File: src/rrb_pkg.sv
`timescale 1ns / 1ps

package rrb_pkg;

	// Segment descriptor as held in both stores
	typedef struct packed {
		logic [31:0] seq;
		logic [15:0] len;
		logic [15:0] tag;
	} seg_t;

	// Command kinds; the codes match the func field on the input stream
	typedef enum logic [1:0] {
		K_PUT = 2'd0,
		K_GET = 2'd1,
		K_CLR = 2'd2
	} kind_t;

	typedef enum logic [3:0] {
		ST_STORED     = 4'd0,
		ST_WINDOW     = 4'd1,
		ST_FIFO_FULL  = 4'd2,
		ST_OVERLAP    = 4'd3,
		ST_TBL_FULL   = 4'd4,
		ST_DELIVERED  = 4'd5,
		ST_EMPTY      = 4'd6,
		ST_STALE      = 4'd7,
		ST_MERGE_FULL = 4'd8
	} status_t;

	// Classified command passed from front to back
	typedef struct packed {
		kind_t kind;
		seg_t  seg;
	} cmd_t;

	// One result word
	typedef struct packed {
		status_t     status;
		logic [15:0] tag;
		logic [31:0] seq;
		logic [15:0] len;
		logic [4:0]  ready;
		logic        last;
	} res_t;

	// Configuration register indexes
	localparam logic CFG_INITIAL_SEQ = 1'b0;
	localparam logic CFG_WINDOW      = 1'b1;

	localparam logic [23:0] WINDOW_RESET = 24'd65535;

endpackage

File: src/rrb_front.sv
`timescale 1ns / 1ps

module rrb_front (
	input  logic              clk,
	input  logic              arst_n,
	input  logic              s_tvalid,
	output logic              s_tready,
	input  logic [63:0]       s_tdata,
	input  logic [1:0]        s_tuser,
	output logic              q_valid,
	output rrb_pkg::cmd_t     q_cmd,
	input  logic              q_pop
);

	rrb_pkg::cmd_t slot_q [2];
	logic          wr_sel_q;
	logic          rd_sel_q;
	logic [1:0]    cnt_q;
	logic          func_ok;
	logic          push;
	rrb_pkg::cmd_t in_cmd;

	// Classify: undefined func codes are taken and dropped
	assign func_ok = (s_tuser == rrb_pkg::K_PUT) || (s_tuser == rrb_pkg::K_GET) ||
		(s_tuser == rrb_pkg::K_CLR);
	assign s_tready = (cnt_q != 2'd2);
	assign push     = s_tvalid && s_tready && func_ok;

	always_comb begin
		in_cmd.kind    = rrb_pkg::kind_t'(s_tuser);
		in_cmd.seg.seq = s_tdata[31:0];
		in_cmd.seg.len = s_tdata[47:32];
		in_cmd.seg.tag = s_tdata[63:48];
	end

	// Two-slot queue storage
	always_ff @(posedge clk) begin
		if (push) begin
			slot_q[wr_sel_q] <= in_cmd;
		end
	end

	always_ff @(posedge clk or negedge arst_n) begin
		if (!arst_n) begin
			wr_sel_q <= 1'b0;
			rd_sel_q <= 1'b0;
			cnt_q    <= 2'd0;
		end else begin
			if (push) begin
				wr_sel_q <= ~wr_sel_q;
			end
			if (q_pop) begin
				rd_sel_q <= ~rd_sel_q;
			end
			case ({push, q_pop})
				2'b10:   cnt_q <= cnt_q + 2'd1;
				2'b01:   cnt_q <= cnt_q - 2'd1;
				default: cnt_q <= cnt_q;
			endcase
		end
	end

	assign q_valid = (cnt_q != 2'd0);
	assign q_cmd   = slot_q[rd_sel_q];

endmodule

File: config.mk
export PLATFORM = sky130hd
export DESIGN_NAME = rrb_front
export DESIGN_NICKNAME = d
export VERILOG_FILES = /design/src/rrb_pkg.sv /design/src/rrb_front.sv
export SDC_FILE = /design/constraint.sdc
export NUM_CORES = 1
export LEC_CHECK = 0
export ABC_AREA = 1
export BUFFER_PORTS_ARGS = -buffer_cell sky130_fd_sc_hd__buf_2
export CORE_UTILIZATION = 49
export CTS_BUF_LIST = sky130_fd_sc_hd__clkbuf_8
export CTS_CLUSTER_SIZE = 25
export DETAILED_ROUTE_END_ITERATION = 7
export GPL_TIMING_DRIVEN = 0
export PLACE_DENSITY = 0.78
export SLEW_MARGIN = 25
export SYNTH_ARGS = -nofsm -noshare
export SYNTH_HDL_FRONTEND = slang
export SYNTH_SLANG_ARGS = --single-unit
File: constraint.sdc
create_clock -name clk -period 4 [get_ports clk]
set_input_delay 0.4 -clock clk [delete_from_list [all_inputs] [get_ports clk]]
set_output_delay 0.4 -clock clk [all_outputs]
set_load 0.1 [all_outputs]
==> impl_metrics.py <==
metrics = {
    "yosys": {
        "synth_enable_flop_cells": 132,
        "ys_warn_count": 0,
        "synth_fp_nets": 442,
        "synth_seq_cells": 136,
        "synthArstFlopShare_pct": 2.94,
        "netlist_area_sq_um": 5130,
        "seq_area_frac_synth_pct": 79.3,
        "syn_inst": 371,
        "synth_cell_types": 15,
        "synthFlopType": "edfxtp_1",
        "avgSynthCellArea_sq_um": 13.8,
    },
    "floorplan": {
        "rows": 36,
        "initial_core_util_pct": 51.5,
        "io_pins": 138,
        "die_w_microns": 104,
        "die-area_sq_um": 10900,
        "die_h_microns": 104,
        "coreArea_sq_um": 9950,
    },
    "cells_and_area": {
        "syn_to_final_growth_pct": 26.9,
        "most-common-layout-cells": "buf_2, edfxtp_1, inv_1, nand2_1, o21ai_0",
        "num_antenna_cells": 0,
        "nNetsFinal": 603,
        "layout_commonest_cell": "buf_2",
        "layout-drive-gt1-share_pct": 32.3,
    },
    "drt": {
        "drc": 0,
        "dr_total_vias": 3198,
        "dr.pass1.iters": 4,
        "drtIter0Drc": 126,
        "drt-total-wl_microns": 9600,
        "wl_per_cell_microns": 14.2,
        "final_antenna_net_count": 0,
        "routed_via_density": 4.72,
    },
    "global_routing": {
        "met3_usage_pct": 6.27,
        "grt_pass1_vias": 3292,
        "grtUsageTotal_pct": 18.7,
        "grt_max_degree": 41,
        "grt_util_met2_pct": 31.8,
        "grt_overflow_total": 0,
        "antenna_found_initial": 0,
        "met1_usage_pct": 21.4,
        "grt_pass1_wl_microns": 15200,
        "grt_busiest_layer": "met2",
    },
    "timing": {
        "fin_skew_ns": 0.00423,
        "final_max_slew_viol_count": 0,
        "min_period_ns": 2.40,
        "finalCritPeriodShare_pct": 60.1,
        "fin_tns_setup_ns": 0,
        "tightest_slew_ns": 0.591,
        "setup_viol_count_final": 0,
        "grt_setup_unrepaired": "no",
        "finalHoldViolations": 0,
        "fmax_mhz": 416,
        "slew_headroom_pct": 60.5,
    },
    "placed_design": {
        "port_buffers": 137,
        "dp_hpwl_microns": 6460,
        "gp_congestion": 0.754,
    },
    "cts": {
        "clockRootBuffer": "clkbuf_8",
        "clock_tree.buffer_depth": 2,
        "clock-sinks": 136,
        "clk_pin_slew_ns": 0.07,
        "cts_tree": "yes",
        "cts_max_level": 4,
        "post_cts_buffers": 0,
        "cts_buffers": 17,
        "clk_latency_ns": 0.43,
    },
    "critical_path": {
        "path_max_fanout": 10,
        "regToRegSetupSlack_ns": 2.03,
        "reg2reg_to": "slot_q[1][51]",
        "start_kind": "flop",
        "reg2reg_depth": 6,
        "crit_path_end": "q_cmd[6]",
        "required_ns": 3.60,
        "worstReg2RegStart": "cnt_q[0]",
        "endpoint_kind": "output pin",
        "arrival_ns": 2.00,
        "path_class": "flop to output pin",
        "startpoint": "rd_sel_q",
    },
    "hold_path": {
        "hold_start": "s_tdata[34]",
        "hold_path_class": "input port to flop",
    },
    "status": {
        "outcome": "finished clean",
    },
    "flow_run": {
        "max_cap_violations": 0,
    },
}
## synthesized netlist by cell type (2+ instances only)
cell type | number | area (sq um)
edfxtp_1 | 132 | 3960
nand2_1 | 75 | 282
inv_1 | 72 | 270
o21ai_0 | 66 | 330
clkbuf_1 | 6 | 22.5
clkbuf_8 | 6 | 82.6
dfrtp_1 | 4 | 100
nand3_1 | 2 | 10.0
nand4_1 | 2 | 12.5
## per-layer routing
| layer | vias to the layer above | share of wire, % |
|---|---|---|
| met5 | - | 0 |
| met4 | 0 | 1.6 |
| met3 | 15 | 6.2 |
| met2 | 109 | 51 |
| met1 | 1503 | 41 |
| li1 | 1571 | - |
## repair_timing
action / 4_1_cts / 5_1_grt
gates resized for setup: 0 / 0
hold endpoints to repair: 4 / 0
hold buffers: 1 / 0
## worst min-delay path by stage
stage	endpoint	depth (start not counted)
6_report	slot_q[1][18]	1
3_3_place_gp	cnt_q[1]	1
3_5_place_dp	cnt_q[1]	1
2_1_floorplan	cnt_q[0]	0
4_1_cts	slot_q[0][29]	1
5_1_grt	slot_q[1][29]	1
## area by class of cell
| cell class | count | area [sq um] |
|---|---|---|
| plain buffers | 14 | 124 |
| clock buffers | 17 | 234 |
| clock inverters | 15 | 169 |
| fillers | 746 | 3450 |
| inverters | 72 | 273 |
| multi-input cells | 149 | 676 |
| flip-flops and latches | 136 | 4060 |
| well taps | 133 | 166 |
| repair buffers | 142 | 798 |
## worst max-delay path, cell delays in order (launching register included)
cell	delay, ns
dfrtp_1	0.55
buf_6	0.23
clkbuf_8	0.18
nand2_1	0.05
o21ai_0	0.10
buf_2	0.47
## registers in the layout, indices dropped and copies added (netlist names)
| register | cells |
|---|---|
| slot_q | 132 |
| cnt_q | 2 |
| wr_sel_q | 1 |
| rd_sel_q | 1 |
## cell families after synthesis
family                   synth area share (%)
AO/OA/AOI/OAI                            6.44
XOR/XNOR                                0.342
adder cells (fa/ha/maj)                 0.244
buffers and inverters                    7.69
flip-flops                               79.3
AND/OR/NAND/NOR                          6.00
## through the flow
stage	std cells	instance area [sq um]	utilization (%)	setup WS, ns	hold slack, ns
global route	678	6500	65.3	1.45	0.128
finish	678	6500	65.3	1.60	0.156
detailed placement	645	6090	61.2	1.95	0.214
floorplan	371	5130	-	0.418	0.104
CTS	678	6500	65.3	1.52	0.128
global placement	641	5980	60.1	0.162	0.211
Power is not shown: default switching activity piles up to over one toggle a cycle in this logic, so the estimate is an artifact.
